## src/bpsh_pkg.sv

```systemverilog
`timescale 1ns / 1ps
// ----------------------------------------------------------------------------
// bpsh_pkg
// Types and constants shared by the battery poll scheduler.
// ----------------------------------------------------------------------------
package bpsh_pkg;

  localparam int unsigned TIME_W   = 32;
  localparam int unsigned VAL_W    = 16;
  localparam int unsigned CFG_W    = 32;
  localparam int unsigned CFG_IDX_W = 3;

  // result action codes
  localparam logic [1:0] ACT_NONE   = 2'd0;
  localparam logic [1:0] ACT_PIN    = 2'd1;
  localparam logic [1:0] ACT_CHARGE = 2'd2;
  localparam logic [1:0] ACT_TIME   = 2'd3;

  // low condition codes
  localparam logic [1:0] LOW_NOT     = 2'd0;
  localparam logic [1:0] LOW_YES     = 2'd1;
  localparam logic [1:0] LOW_UNKNOWN = 2'd2;

  // configuration register indexes
  localparam logic [CFG_IDX_W-1:0] REG_ENABLE       = 3'd0;
  localparam logic [CFG_IDX_W-1:0] REG_USE_ALARM    = 3'd1;
  localparam logic [CFG_IDX_W-1:0] REG_LOW_LIMIT    = 3'd2;
  localparam logic [CFG_IDX_W-1:0] REG_HIGH_LIMIT   = 3'd3;
  localparam logic [CFG_IDX_W-1:0] REG_SCAN_IVL     = 3'd4;
  localparam logic [CFG_IDX_W-1:0] REG_CHARGE_FIRST = 3'd5;
  localparam logic [CFG_IDX_W-1:0] REG_TIME_FIRST   = 3'd6;

  // configuration reset values
  localparam logic [VAL_W-1:0]  RST_LOW_LIMIT    = 16'd8;
  localparam logic [VAL_W-1:0]  RST_HIGH_LIMIT   = 16'd10;
  localparam logic [TIME_W-1:0] RST_SCAN_IVL     = 32'd60000;
  localparam logic [TIME_W-1:0] RST_CHARGE_FIRST = 32'd75000;
  localparam logic [TIME_W-1:0] RST_TIME_FIRST   = 32'd90000;

  // status word: set means discharging
  localparam int unsigned STATUS_DIS_BIT = 6;

  typedef struct packed {
    logic              enable;
    logic              use_alarm;
    logic [VAL_W-1:0]  low_limit;
    logic [VAL_W-1:0]  high_limit;
    logic [TIME_W-1:0] scan_interval;
    logic [TIME_W-1:0] charge_first_interval;
    logic [TIME_W-1:0] time_first_interval;
  } cfg_t;

  typedef struct packed {
    logic [TIME_W-1:0] now_ms;
    logic              alarm_pin;
    logic              charge_ok;
    logic [VAL_W-1:0]  charge_value;
    logic              status_ok;
    logic [VAL_W-1:0]  status_value;
    logic              empty_ok;
    logic [VAL_W-1:0]  empty_value;
    logic              full_ok;
    logic [VAL_W-1:0]  full_value;
  } poll_t;

  typedef struct packed {
    logic             warning;
    logic [1:0]       action;
    logic             charge_known;
    logic [VAL_W-1:0] charge_level;
    logic [1:0]       low_state;
    logic             charging_known;
    logic             is_charging;
    logic             time_known;
    logic [VAL_W-1:0] time_minutes;
  } res_t;

endpackage

```

## src/bpsh_if.sv

```systemverilog
`timescale 1ns / 1ps
// ----------------------------------------------------------------------------
// bpsh_in_if / bpsh_out_if
// Valid/ready channels for poll beats and result beats.
// ----------------------------------------------------------------------------
interface bpsh_in_if;
  logic        valid;
  logic        ready;
  logic [31:0] now_ms;
  logic        alarm_pin;
  logic        charge_ok;
  logic [15:0] charge_value;
  logic        status_ok;
  logic [15:0] status_value;
  logic        empty_ok;
  logic [15:0] empty_value;
  logic        full_ok;
  logic [15:0] full_value;

  modport source (
    output valid, now_ms, alarm_pin, charge_ok, charge_value, status_ok, status_value,
           empty_ok, empty_value, full_ok, full_value,
    input  ready
  );
  modport sink (
    input  valid, now_ms, alarm_pin, charge_ok, charge_value, status_ok, status_value,
           empty_ok, empty_value, full_ok, full_value,
    output ready
  );
endinterface

interface bpsh_out_if;
  logic        valid;
  logic        ready;
  logic        warning;
  logic [1:0]  action;
  logic        charge_known;
  logic [15:0] charge_level;
  logic [1:0]  low_state;
  logic        charging_known;
  logic        is_charging;
  logic        time_known;
  logic [15:0] time_minutes;

  modport source (
    output valid, warning, action, charge_known, charge_level, low_state,
           charging_known, is_charging, time_known, time_minutes,
    input  ready
  );
  modport sink (
    input  valid, warning, action, charge_known, charge_level, low_state,
           charging_known, is_charging, time_known, time_minutes,
    output ready
  );
endinterface

```

## src/bpsh_sched.sv

```systemverilog
`timescale 1ns / 1ps
// ----------------------------------------------------------------------------
// bpsh_sched
// Scan scheduler state and hysteresis; result of the accepted beat is
// formed combinationally from the current state and the poll beat.
// ----------------------------------------------------------------------------
module bpsh_sched (
  input  logic           clk,
  input  logic           rst_n,
  input  logic           acc,
  input  bpsh_pkg::cfg_t cfg,
  input  bpsh_pkg::poll_t poll,
  output bpsh_pkg::res_t res
);

  logic [bpsh_pkg::TIME_W-1:0] last_pin_r, last_pin_nxt;
  logic [bpsh_pkg::TIME_W-1:0] last_chg_r, last_chg_nxt;
  logic [bpsh_pkg::TIME_W-1:0] last_tim_r, last_tim_nxt;
  logic                        chg_first_r, chg_first_nxt;
  logic                        tim_first_r, tim_first_nxt;
  logic [1:0]                  low_r, low_nxt;
  logic                        latch_r, latch_nxt;
  logic                        chg_flag_r, chg_flag_nxt;
  logic [bpsh_pkg::VAL_W-1:0]  chg_store_r, chg_store_nxt;
  logic                        chgng_flag_r, chgng_flag_nxt;
  logic                        chgng_state_r, chgng_state_nxt;
  logic                        tim_flag_r, tim_flag_nxt;
  logic [bpsh_pkg::VAL_W-1:0]  tim_store_r, tim_store_nxt;

  logic [bpsh_pkg::TIME_W-1:0] civ, tiv;
  logic [bpsh_pkg::TIME_W-1:0] d_pin, d_chg, d_tim;
  logic                        due_pin, due_chg, due_tim;
  logic                        dis, rd_ok;
  logic                        warn;
  logic [1:0]                  action;

  assign civ = chg_first_r ? cfg.charge_first_interval : cfg.scan_interval;
  assign tiv = tim_first_r ? cfg.time_first_interval : cfg.scan_interval;

  // wrapping differences, strict compare
  assign d_pin   = poll.now_ms - last_pin_r;
  assign d_chg   = poll.now_ms - last_chg_r;
  assign d_tim   = poll.now_ms - last_tim_r;
  assign due_pin = d_pin > cfg.scan_interval;
  assign due_chg = d_chg > civ;
  assign due_tim = d_tim > tiv;

  assign dis   = poll.status_value[bpsh_pkg::STATUS_DIS_BIT];
  assign rd_ok = dis ? poll.empty_ok : poll.full_ok;

  always_comb begin
    last_pin_nxt    = last_pin_r;
    last_chg_nxt    = last_chg_r;
    last_tim_nxt    = last_tim_r;
    chg_first_nxt   = chg_first_r;
    tim_first_nxt   = tim_first_r;
    low_nxt         = low_r;
    latch_nxt       = latch_r;
    chg_flag_nxt    = chg_flag_r;
    chg_store_nxt   = chg_store_r;
    chgng_flag_nxt  = chgng_flag_r;
    chgng_state_nxt = chgng_state_r;
    tim_flag_nxt    = tim_flag_r;
    tim_store_nxt   = tim_store_r;
    warn            = 1'b0;
    action          = bpsh_pkg::ACT_NONE;

    if (cfg.enable) begin
      if (cfg.use_alarm) begin
        if (due_pin) begin
          last_pin_nxt = poll.now_ms;
          latch_nxt    = ~poll.alarm_pin;
          action       = bpsh_pkg::ACT_PIN;
        end
        warn = latch_nxt;
      end else begin
        if (due_chg) begin
          last_chg_nxt  = poll.now_ms;
          chg_first_nxt = 1'b0;
          action        = bpsh_pkg::ACT_CHARGE;
          if (poll.charge_ok) begin
            chg_store_nxt = poll.charge_value;
            chg_flag_nxt  = 1'b1;
            if (low_r == bpsh_pkg::LOW_NOT) begin
              if (poll.charge_value < cfg.low_limit) begin
                low_nxt = bpsh_pkg::LOW_YES;
              end
            end else if (poll.charge_value > cfg.high_limit) begin
              low_nxt = bpsh_pkg::LOW_NOT;
            end
          end else begin
            chg_flag_nxt = 1'b0;
            low_nxt      = bpsh_pkg::LOW_UNKNOWN;
          end
        end else if (due_tim) begin
          last_tim_nxt  = poll.now_ms;
          tim_first_nxt = 1'b0;
          action        = bpsh_pkg::ACT_TIME;
          if (!poll.status_ok) begin
            chgng_flag_nxt = 1'b0;
            tim_flag_nxt   = 1'b0;
          end else begin
            chgng_state_nxt = ~dis;
            chgng_flag_nxt  = 1'b1;
            tim_flag_nxt    = rd_ok;
            if (rd_ok) begin
              tim_store_nxt = dis ? poll.empty_value : poll.full_value;
            end
          end
        end
        latch_nxt = (low_nxt == bpsh_pkg::LOW_YES);
        warn      = latch_nxt;
      end
    end
  end

  always_ff @(posedge clk) begin
    if (!rst_n) begin
      last_pin_r    <= '0;
      last_chg_r    <= '0;
      last_tim_r    <= '0;
      chg_first_r   <= 1'b1;
      tim_first_r   <= 1'b1;
      low_r         <= bpsh_pkg::LOW_NOT;
      latch_r       <= 1'b0;
      chg_flag_r    <= 1'b0;
      chg_store_r   <= '0;
      chgng_flag_r  <= 1'b0;
      chgng_state_r <= 1'b0;
      tim_flag_r    <= 1'b0;
      tim_store_r   <= '0;
    end else if (acc) begin
      last_pin_r    <= last_pin_nxt;
      last_chg_r    <= last_chg_nxt;
      last_tim_r    <= last_tim_nxt;
      chg_first_r   <= chg_first_nxt;
      tim_first_r   <= tim_first_nxt;
      low_r         <= low_nxt;
      latch_r       <= latch_nxt;
      chg_flag_r    <= chg_flag_nxt;
      chg_store_r   <= chg_store_nxt;
      chgng_flag_r  <= chgng_flag_nxt;
      chgng_state_r <= chgng_state_nxt;
      tim_flag_r    <= tim_flag_nxt;
      tim_store_r   <= tim_store_nxt;
    end
  end

  always_comb begin
    res.warning        = warn;
    res.action         = action;
    res.charge_known   = chg_flag_nxt;
    res.charge_level   = chg_store_nxt;
    res.low_state      = low_nxt;
    res.charging_known = chgng_flag_nxt;
    res.is_charging    = chgng_state_nxt;
    res.time_known     = tim_flag_nxt;
    res.time_minutes   = tim_store_nxt;
  end

endmodule

```

## src/battery_poll_scheduler_hysteresis_unit.sv

```systemverilog
`timescale 1ns / 1ps
// ----------------------------------------------------------------------------
// battery_poll_scheduler_hysteresis_unit
// Throughput: one poll beat per cycle while the skid register is empty;
// a two-entry result buffer (output register plus skid register) keeps
// input open while one result waits; ready drops while both are full.
// Reset: synchronous, active low; clears configuration to defaults, the
// scan scheduler state and the result buffer.
// ----------------------------------------------------------------------------
module battery_poll_scheduler_hysteresis_unit (
  input  logic                                clk,
  input  logic                                rst_n,
  bpsh_in_if.sink                             in_ch,
  bpsh_out_if.source                          out_ch,
  input  logic                                cfg_we,
  input  logic [bpsh_pkg::CFG_IDX_W-1:0]      cfg_idx,
  input  logic [bpsh_pkg::CFG_W-1:0]          cfg_data
);

  bpsh_pkg::cfg_t  cfg_r;
  bpsh_pkg::poll_t poll;
  bpsh_pkg::res_t  res;
  bpsh_pkg::res_t  out_r;
  bpsh_pkg::res_t  skid_r;
  logic            out_valid_r;
  logic            skid_valid_r;
  logic            acc;

  // configuration registers
  always_ff @(posedge clk) begin
    if (!rst_n) begin
      cfg_r.enable                <= 1'b0;
      cfg_r.use_alarm             <= 1'b0;
      cfg_r.low_limit             <= bpsh_pkg::RST_LOW_LIMIT;
      cfg_r.high_limit            <= bpsh_pkg::RST_HIGH_LIMIT;
      cfg_r.scan_interval         <= bpsh_pkg::RST_SCAN_IVL;
      cfg_r.charge_first_interval <= bpsh_pkg::RST_CHARGE_FIRST;
      cfg_r.time_first_interval   <= bpsh_pkg::RST_TIME_FIRST;
    end else if (cfg_we) begin
      unique case (cfg_idx)
        bpsh_pkg::REG_ENABLE:       cfg_r.enable <= cfg_data[0];
        bpsh_pkg::REG_USE_ALARM:    cfg_r.use_alarm <= cfg_data[0];
        bpsh_pkg::REG_LOW_LIMIT:    cfg_r.low_limit <= cfg_data[bpsh_pkg::VAL_W-1:0];
        bpsh_pkg::REG_HIGH_LIMIT:   cfg_r.high_limit <= cfg_data[bpsh_pkg::VAL_W-1:0];
        bpsh_pkg::REG_SCAN_IVL:     cfg_r.scan_interval <= cfg_data;
        bpsh_pkg::REG_CHARGE_FIRST: cfg_r.charge_first_interval <= cfg_data;
        bpsh_pkg::REG_TIME_FIRST:   cfg_r.time_first_interval <= cfg_data;
        default: ;
      endcase
    end
  end

  assign poll.now_ms       = in_ch.now_ms;
  assign poll.alarm_pin    = in_ch.alarm_pin;
  assign poll.charge_ok    = in_ch.charge_ok;
  assign poll.charge_value = in_ch.charge_value;
  assign poll.status_ok    = in_ch.status_ok;
  assign poll.status_value = in_ch.status_value;
  assign poll.empty_ok     = in_ch.empty_ok;
  assign poll.empty_value  = in_ch.empty_value;
  assign poll.full_ok      = in_ch.full_ok;
  assign poll.full_value   = in_ch.full_value;

  assign in_ch.ready = ~skid_valid_r;
  assign acc         = in_ch.valid & ~skid_valid_r;

  bpsh_sched u_sched (
    .clk   (clk),
    .rst_n (rst_n),
    .acc   (acc),
    .cfg   (cfg_r),
    .poll  (poll),
    .res   (res)
  );

  // result buffer: output register with skid
  always_ff @(posedge clk) begin
    if (!rst_n) begin
      out_valid_r  <= 1'b0;
      skid_valid_r <= 1'b0;
    end else if (out_valid_r && !out_ch.ready) begin
      if (acc) begin
        skid_valid_r <= 1'b1;
      end
    end else if (skid_valid_r) begin
      out_valid_r  <= 1'b1;
      skid_valid_r <= 1'b0;
    end else begin
      out_valid_r <= acc;
    end
  end

  always_ff @(posedge clk) begin
    if (out_valid_r && !out_ch.ready) begin
      if (acc) begin
        skid_r <= res;
      end
    end else if (skid_valid_r) begin
      out_r <= skid_r;
    end else if (acc) begin
      out_r <= res;
    end
  end

  assign out_ch.valid          = out_valid_r;
  assign out_ch.warning        = out_r.warning;
  assign out_ch.action         = out_r.action;
  assign out_ch.charge_known   = out_r.charge_known;
  assign out_ch.charge_level   = out_r.charge_level;
  assign out_ch.low_state      = out_r.low_state;
  assign out_ch.charging_known = out_r.charging_known;
  assign out_ch.is_charging    = out_r.is_charging;
  assign out_ch.time_known     = out_r.time_known;
  assign out_ch.time_minutes   = out_r.time_minutes;

`ifndef SYNTHESIS
  a_skid_needs_out: assert property (@(posedge clk) disable iff (!rst_n)
    skid_valid_r |-> out_valid_r)
    else $error("skid entry without output entry");

  a_skid_holds: assert property (@(posedge clk) disable iff (!rst_n)
    skid_valid_r && !out_ch.ready |=> skid_valid_r && $stable(skid_r))
    else $error("skid entry lost while output stalled");

  a_disabled_idle: assert property (@(posedge clk) disable iff (!rst_n)
    acc && !cfg_r.enable |-> res.action == bpsh_pkg::ACT_NONE && !res.warning)
    else $error("activity while disabled");

  a_alarm_action: assert property (@(posedge clk) disable iff (!rst_n)
    acc && cfg_r.enable && cfg_r.use_alarm |->
      res.action == bpsh_pkg::ACT_NONE || res.action == bpsh_pkg::ACT_PIN)
    else $error("gauge scan in alarm mode");
`endif

endmodule
```

## src/flat_wrapper.sv

```systemverilog
// flat-port wrapper written by rule: the top's interface ports become plain ports
module battery_poll_scheduler_hysteresis_unit_flat 
  (clk, rst_n, cfg_we, cfg_idx, cfg_data, in_ch_valid, in_ch_now_ms, in_ch_alarm_pin, in_ch_charge_ok, in_ch_charge_value, in_ch_status_ok, in_ch_status_value, in_ch_empty_ok, in_ch_empty_value, in_ch_full_ok, in_ch_full_value, in_ch_ready, out_ch_valid, out_ch_warning, out_ch_action, out_ch_charge_known, out_ch_charge_level, out_ch_low_state, out_ch_charging_known, out_ch_is_charging, out_ch_time_known, out_ch_time_minutes, out_ch_ready);
  bpsh_in_if in_ch_i ();
  bpsh_out_if out_ch_i ();
  input  logic clk;
  input  logic rst_n;
  input  logic cfg_we;
  input  logic [bpsh_pkg::CFG_IDX_W-1:0] cfg_idx;
  input  logic [bpsh_pkg::CFG_W-1:0] cfg_data;
  input wire logic [$bits(in_ch_i.valid)-1:0] in_ch_valid;
  input wire logic [$bits(in_ch_i.now_ms)-1:0] in_ch_now_ms;
  input wire logic [$bits(in_ch_i.alarm_pin)-1:0] in_ch_alarm_pin;
  input wire logic [$bits(in_ch_i.charge_ok)-1:0] in_ch_charge_ok;
  input wire logic [$bits(in_ch_i.charge_value)-1:0] in_ch_charge_value;
  input wire logic [$bits(in_ch_i.status_ok)-1:0] in_ch_status_ok;
  input wire logic [$bits(in_ch_i.status_value)-1:0] in_ch_status_value;
  input wire logic [$bits(in_ch_i.empty_ok)-1:0] in_ch_empty_ok;
  input wire logic [$bits(in_ch_i.empty_value)-1:0] in_ch_empty_value;
  input wire logic [$bits(in_ch_i.full_ok)-1:0] in_ch_full_ok;
  input wire logic [$bits(in_ch_i.full_value)-1:0] in_ch_full_value;
  output wire logic [$bits(in_ch_i.ready)-1:0] in_ch_ready;
  output wire logic [$bits(out_ch_i.valid)-1:0] out_ch_valid;
  output wire logic [$bits(out_ch_i.warning)-1:0] out_ch_warning;
  output wire logic [$bits(out_ch_i.action)-1:0] out_ch_action;
  output wire logic [$bits(out_ch_i.charge_known)-1:0] out_ch_charge_known;
  output wire logic [$bits(out_ch_i.charge_level)-1:0] out_ch_charge_level;
  output wire logic [$bits(out_ch_i.low_state)-1:0] out_ch_low_state;
  output wire logic [$bits(out_ch_i.charging_known)-1:0] out_ch_charging_known;
  output wire logic [$bits(out_ch_i.is_charging)-1:0] out_ch_is_charging;
  output wire logic [$bits(out_ch_i.time_known)-1:0] out_ch_time_known;
  output wire logic [$bits(out_ch_i.time_minutes)-1:0] out_ch_time_minutes;
  input wire logic [$bits(out_ch_i.ready)-1:0] out_ch_ready;
  assign in_ch_i.valid = in_ch_valid;
  assign in_ch_i.now_ms = in_ch_now_ms;
  assign in_ch_i.alarm_pin = in_ch_alarm_pin;
  assign in_ch_i.charge_ok = in_ch_charge_ok;
  assign in_ch_i.charge_value = in_ch_charge_value;
  assign in_ch_i.status_ok = in_ch_status_ok;
  assign in_ch_i.status_value = in_ch_status_value;
  assign in_ch_i.empty_ok = in_ch_empty_ok;
  assign in_ch_i.empty_value = in_ch_empty_value;
  assign in_ch_i.full_ok = in_ch_full_ok;
  assign in_ch_i.full_value = in_ch_full_value;
  assign in_ch_ready = in_ch_i.ready;
  assign out_ch_valid = out_ch_i.valid;
  assign out_ch_warning = out_ch_i.warning;
  assign out_ch_action = out_ch_i.action;
  assign out_ch_charge_known = out_ch_i.charge_known;
  assign out_ch_charge_level = out_ch_i.charge_level;
  assign out_ch_low_state = out_ch_i.low_state;
  assign out_ch_charging_known = out_ch_i.charging_known;
  assign out_ch_is_charging = out_ch_i.is_charging;
  assign out_ch_time_known = out_ch_i.time_known;
  assign out_ch_time_minutes = out_ch_i.time_minutes;
  assign out_ch_i.ready = out_ch_ready;
  battery_poll_scheduler_hysteresis_unit u_core (.clk(clk), .rst_n(rst_n), .in_ch(in_ch_i), .out_ch(out_ch_i), .cfg_we(cfg_we), .cfg_idx(cfg_idx), .cfg_data(cfg_data));
endmodule
```

## config.mk

```make
export PLATFORM = sky130hd
export DESIGN_NAME = battery_poll_scheduler_hysteresis_unit_flat
export DESIGN_NICKNAME = d
export VERILOG_FILES = /design/src/bpsh_pkg.sv /design/src/bpsh_if.sv /design/src/bpsh_sched.sv /design/src/battery_poll_scheduler_hysteresis_unit.sv /design/src/flat_wrapper.sv
export SDC_FILE = /design/constraint.sdc
export NUM_CORES = 1
export LEC_CHECK = 0
export ABC_AREA = 1
export BUFFER_PORTS_ARGS = -buffer_cell sky130_fd_sc_hd__buf_2
export CORE_MARGIN = 3
export CORE_UTILIZATION = 42
export DETAILED_ROUTE_END_ITERATION = 10
export SYNTH_ARGS = -nofsm -noshare
export SYNTH_HDL_FRONTEND = slang
export SYNTH_HIERARCHICAL = 1
export SYNTH_SLANG_ARGS = --single-unit
```

## constraint.sdc

```tcl
create_clock -name clk -period 5.23 [get_ports clk]
set_input_delay 0 -clock clk [delete_from_list [all_inputs] [get_ports clk]]
set_output_delay 0 -clock clk [all_outputs]
set_load 0.01 [all_outputs]
```

==> flow_summary.json <==
{
  "setup_tns_ps": 0,
  "outcome": "complete, no violations",
  "met2_usage_pct": 39.2,
  "yosysTopAreaCellShare_pct": 23.7,
  "ys_seq_area_share_pct": 34.5,
  "tritoncts": "built",
  "intPower_mw": 5.46,
  "area_growth_pct": 18.3,
  "root_buffer": "clkbuf_16",
  "numCtsBuffers": 43,
  "cts_sinks": 351,
  "wl_microns": 74600,
  "hold_viol_final": 0,
  "hold_path_depth": 5,
  "synth_xor_area_share_pct": 3.50,
  "grt_max_degree": 113,
  "min_to": "u_core/skid_r[11]",
  "syn-cell-area_sq_um": 22800,
  "synthFlopType": "dfxtp_1",
  "min_period_ps": 4920,
  "gr-max-usage-layer": "met2",
  "clockPowerShare_pct": 42.1,
  "drt_pre_antenna_iters": 6,
  "cpMostUsedCell": "nand2_1",
  "end_kind": "flip-flop",
  "power_density_nw_per_um2": 287,
  "overflow": 0,
  "r2r_start": "u_core/u_sched/last_pin_r[2]",
  "met3_usage_pct": 3.08,
  "initial_core_util_pct": 42.9,
  "hp-class": "input port to flip-flop",
  "crit_type": "flip-flop to flip-flop",
  "gp_congestion": 0.942,
  "r2r_slack_ps": 310,
  "min_from": "in_ch_empty_value[11]",
  "vias": 22200,
  "cp_slowest_stage_delay_ps": 420,
  "sw_frac_of_total_pct": 29.5,
  "drc_errors": 0,
  "grtUsageMet1_pct": 38.1,
  "slowest_stage": "a21oi_1",
  "synthTopCellsByArea": "dfxtp_1 (24%), nand2_1 (13%), ha_1 (12%)",
  "ys_warn_count": 6,
  "stdcell_count": 4207,
  "crit_chain": "inv_1 -> ha_1 -> a21oi_1 -> nand2_1 -> nand2_1 -> nand2_1 -> a21boi_1 -> o21ai_0 -> a21oi_1 -> o21ai_0 -> xor2_1 -> ha_1 -> nand2_1 -> nor2_1 -> nand4_1 -> nor3_1 -> buf_4 -> nand2_1 -> nand2_1 -> nand2_1 -> nor2_4 -> buf_4 -> nand3_1 -> a21oi_1",
  "worstRegToRegCells": 24,
  "track_usage_pct": 25.5,
  "path_clk_slew_ps": 60,
  "cp-start-kind": "flip-flop",
  "synth_mux_area_share_pct": 0,
  "htreeDepth": 2,
  "max_freq_mhz": 203,
  "cp.required_ps": 5700,
  "dp_cells": 4014,
  "num_antenna_cells": 0,
  "slew_headroom_pct": 34.8,
  "ir_drop_mv": 0.240,
  "layout-drive-gt1-share_pct": 9.46,
  "slew_violations": 0,
  "routedWlPerCell_microns": 17.7,
  "nets": 3850,
  "power_frac_seq_pct": 37.9,
  "clk_latency_ps": 570,
  "synthAdderAreaFrac_pct": 12.4,
  "fillCellCount": 5268,
  "die_x_microns": 239,
  "min_period_over_period_pct": 94.2,
  "avgViaCountPerCell": 5.27,
  "cts.path.max_buffers": 3,
  "final_cell_mix": "nand2_1 (765), nor2_1 (452), inv_1 (340)",
  "die_y_microns": 239,
  "maxCapViolations": 0,
  "synth_nets": 3611,
  "power_leakage_nw": 12.0,
  "ant_nets": 0,
  "synth_compound_gate_area_share_pct": 13.7,
  "grt_pass1_vias": 20600,
  "power_mw": 7.74,
  "syn_inst": 3247,
  "final_common_cell": "nand2_1",
  "synth_top_family_by_area": "simple AND/OR/NAND/NOR gates",
  "async_flop_share_pct": 0,
  "drt-initial-drc-count": 2059,
  "yosys.area_share.simple_pct": 27.6,
  "grt_pass1_wl_microns": 116000,
  "p_switching_mw": 2.28,
  "rows": 84,
  "syn_area_per_cell_sq_um": 7.01,
  "critPathMaxFanout": 23,
  "synth_largest_area_cell": "dfxtp_1",
  "ff_latch_area_sq_um": 7850,
  "pin_count": 184,
  "worstPathArrival_ps": 5400,
  "core_area_sq_um": 53100,
  "combPwrFrac_pct": 20.1,
  "numPortBuffers": 168,
  "fin_skew_ps": 29.4,
  "multi_input_area_sq_um": 13000,
  "yosysUniqueCellTypes": 50,
  "synth-seq-cells": 351,
  "synth-edff-count": 82,
  "dpl.hpwl_microns": 55000,
  "setup_viol": 0,
  "tightest_slew_ps": 975,
  "antenna_found_initial": 1,
  "r2r_end": "u_core/u_sched/last_pin_r[15]",
  "rsz0062_at_grt": "false",
  "fp.dieArea_sq_um": 57000
}
[worst max-delay path: cells and delay by family (launching register included)]
family / cells / cell delay (ps)
adder cells (fa/ha/maj): 2 / 640
buffers and inverters: 3 / 510
AO/OA/AOI/OAI: 6 / 1510
AND/OR/NAND/NOR: 12 / 1620
flip-flops: 1 / 330
XOR/XNOR: 1 / 210
[synth_stat cells (2+ instances only)]
| cell type | instances |
|---|---|
| nor4_1 | 7 |
| buf_2 | 49 |
| nand2_2 | 23 |
| and2_1 | 2 |
| clkbuf_1 | 57 |
| nand4_1 | 20 |
| ha_1 | 220 |
| clkinv_1 | 5 |
| a221oi_1 | 2 |
| o221ai_1 | 2 |
| nand3b_1 | 4 |
| o21bai_1 | 11 |
| nand2_4 | 3 |
| nor3_1 | 21 |
| a31oi_1 | 11 |
| o31ai_1 | 15 |
| a21boi_0 | 6 |
| nor2_2 | 7 |
| fa_1 | 3 |
| buf_6 | 3 |
| inv_1 | 341 |
| nor2_1 | 457 |
| o2111ai_1 | 2 |
| buf_4 | 8 |
| nand3_1 | 205 |
| o211ai_1 | 7 |
| edfxtp_1 | 82 |
| inv_2 | 7 |
| a21o_1 | 9 |
| o21ai_0 | 217 |
| xor2_1 | 60 |
| o21ai_1 | 30 |
| o21a_1 | 13 |
| nand2_1 | 765 |
| a21oi_1 | 251 |
| dfxtp_1 | 269 |
| nor2_4 | 4 |
| xnor2_1 | 31 |
| buf_1 | 7 |
[routing by layer]
metal  up-vias  routed length, microns
li1      11100                       -
met1     10300                   36000
met2       732                   32100
met3        84                    4930
met4         0                    1550
met5         -                       0
[cell type report]
| cell class | instances | share of cell area [%] |
|---|---|---|
| clock inverters | 23 | 1.25 |
| multi-input cells | 2418 | 48.4 |
| inverters | 353 | 4.93 |
| flip-flops and latches | 351 | 29.2 |
| clock buffers | 55 | 4.43 |
| well taps | 688 | 3.20 |
| repair buffers | 319 | 8.60 |
[what timing repair did]
item / 4_1_cts / 5_1_grt
gates resized for setup: 0 / 3
hold buffers: 114 / 0
endpoints found under the setup margin: 0 / 61
endpoints found under the hold margin: 286 / 0
buffers inserted: 0 / 1
[sequential cells by signal (all words and copies together) (netlist names), 2 cells and up]
name,count
u_core/out_ch.time_minutes,16
u_core/u_sched/low_r,2
u_core/u_sched/last_chg_r,32
u_core/out_ch.low_state,2
u_core/cfg_r,130
u_core/out_ch.charge_level,16
u_core/u_sched/tim_store_r,16
u_core/u_sched/last_pin_r,32
u_core/u_sched/last_tim_r,32
u_core/u_sched/chg_store_r,16
u_core/out_ch.action,2
u_core/skid_r,41
[power groups by stage]
stage	Combinational, mW	Sequential [mW]	Clock [mW]
finish	1.55	2.93	3.25
global route	1.73	2.94	3.42
CTS	1.53	2.93	3.32
detailed placement	1.45	2.99	0
global placement	1.41	2.99	0
floorplan	0.951	2.99	0
[worst max-delay path by stage]
stage | from | end
after floorplan | u_core/u_sched/last_chg_r[0] | u_core/out_ch.is_charging
after global placement | in_ch_now_ms[0] | u_core/u_sched/last_tim_r[11]
after CTS | u_core/u_sched/last_chg_r[0] | u_core/u_sched/last_tim_r[12]
after global routing | u_core/u_sched/last_pin_r[2] | u_core/u_sched/last_pin_r[15]
after detailed placement | in_ch_now_ms[0] | u_core/u_sched/last_tim_r[26]
final | u_core/u_sched/last_pin_r[2] | u_core/u_sched/last_pin_r[15]
[cells by family after synthesis]
family / count (synthesis)
AND/OR/NAND/NOR: 1524
buffers and inverters: 478
AO/OA/AOI/OAI: 580
adder cells (fa/ha/maj): 223
XOR/XNOR: 91
flip-flops: 351
[per-stage QoR]
stage | area (sq um) | setup WS (ps) | hold WS (ps) | utilization (%)
floorplan | 22800 | 1340 | 113 | -
global placement | 24200 | 372 | 241 | 45.6
detailed placement | 24200 | 285 | 239 | 45.6
CTS | 26900 | 235 | 0.429 | 50.7
global route | 26900 | 69.8 | 54.5 | 50.7
finish | 26900 | 305 | 35.8 | 50.7
Power figures use the tool's default switching activity.
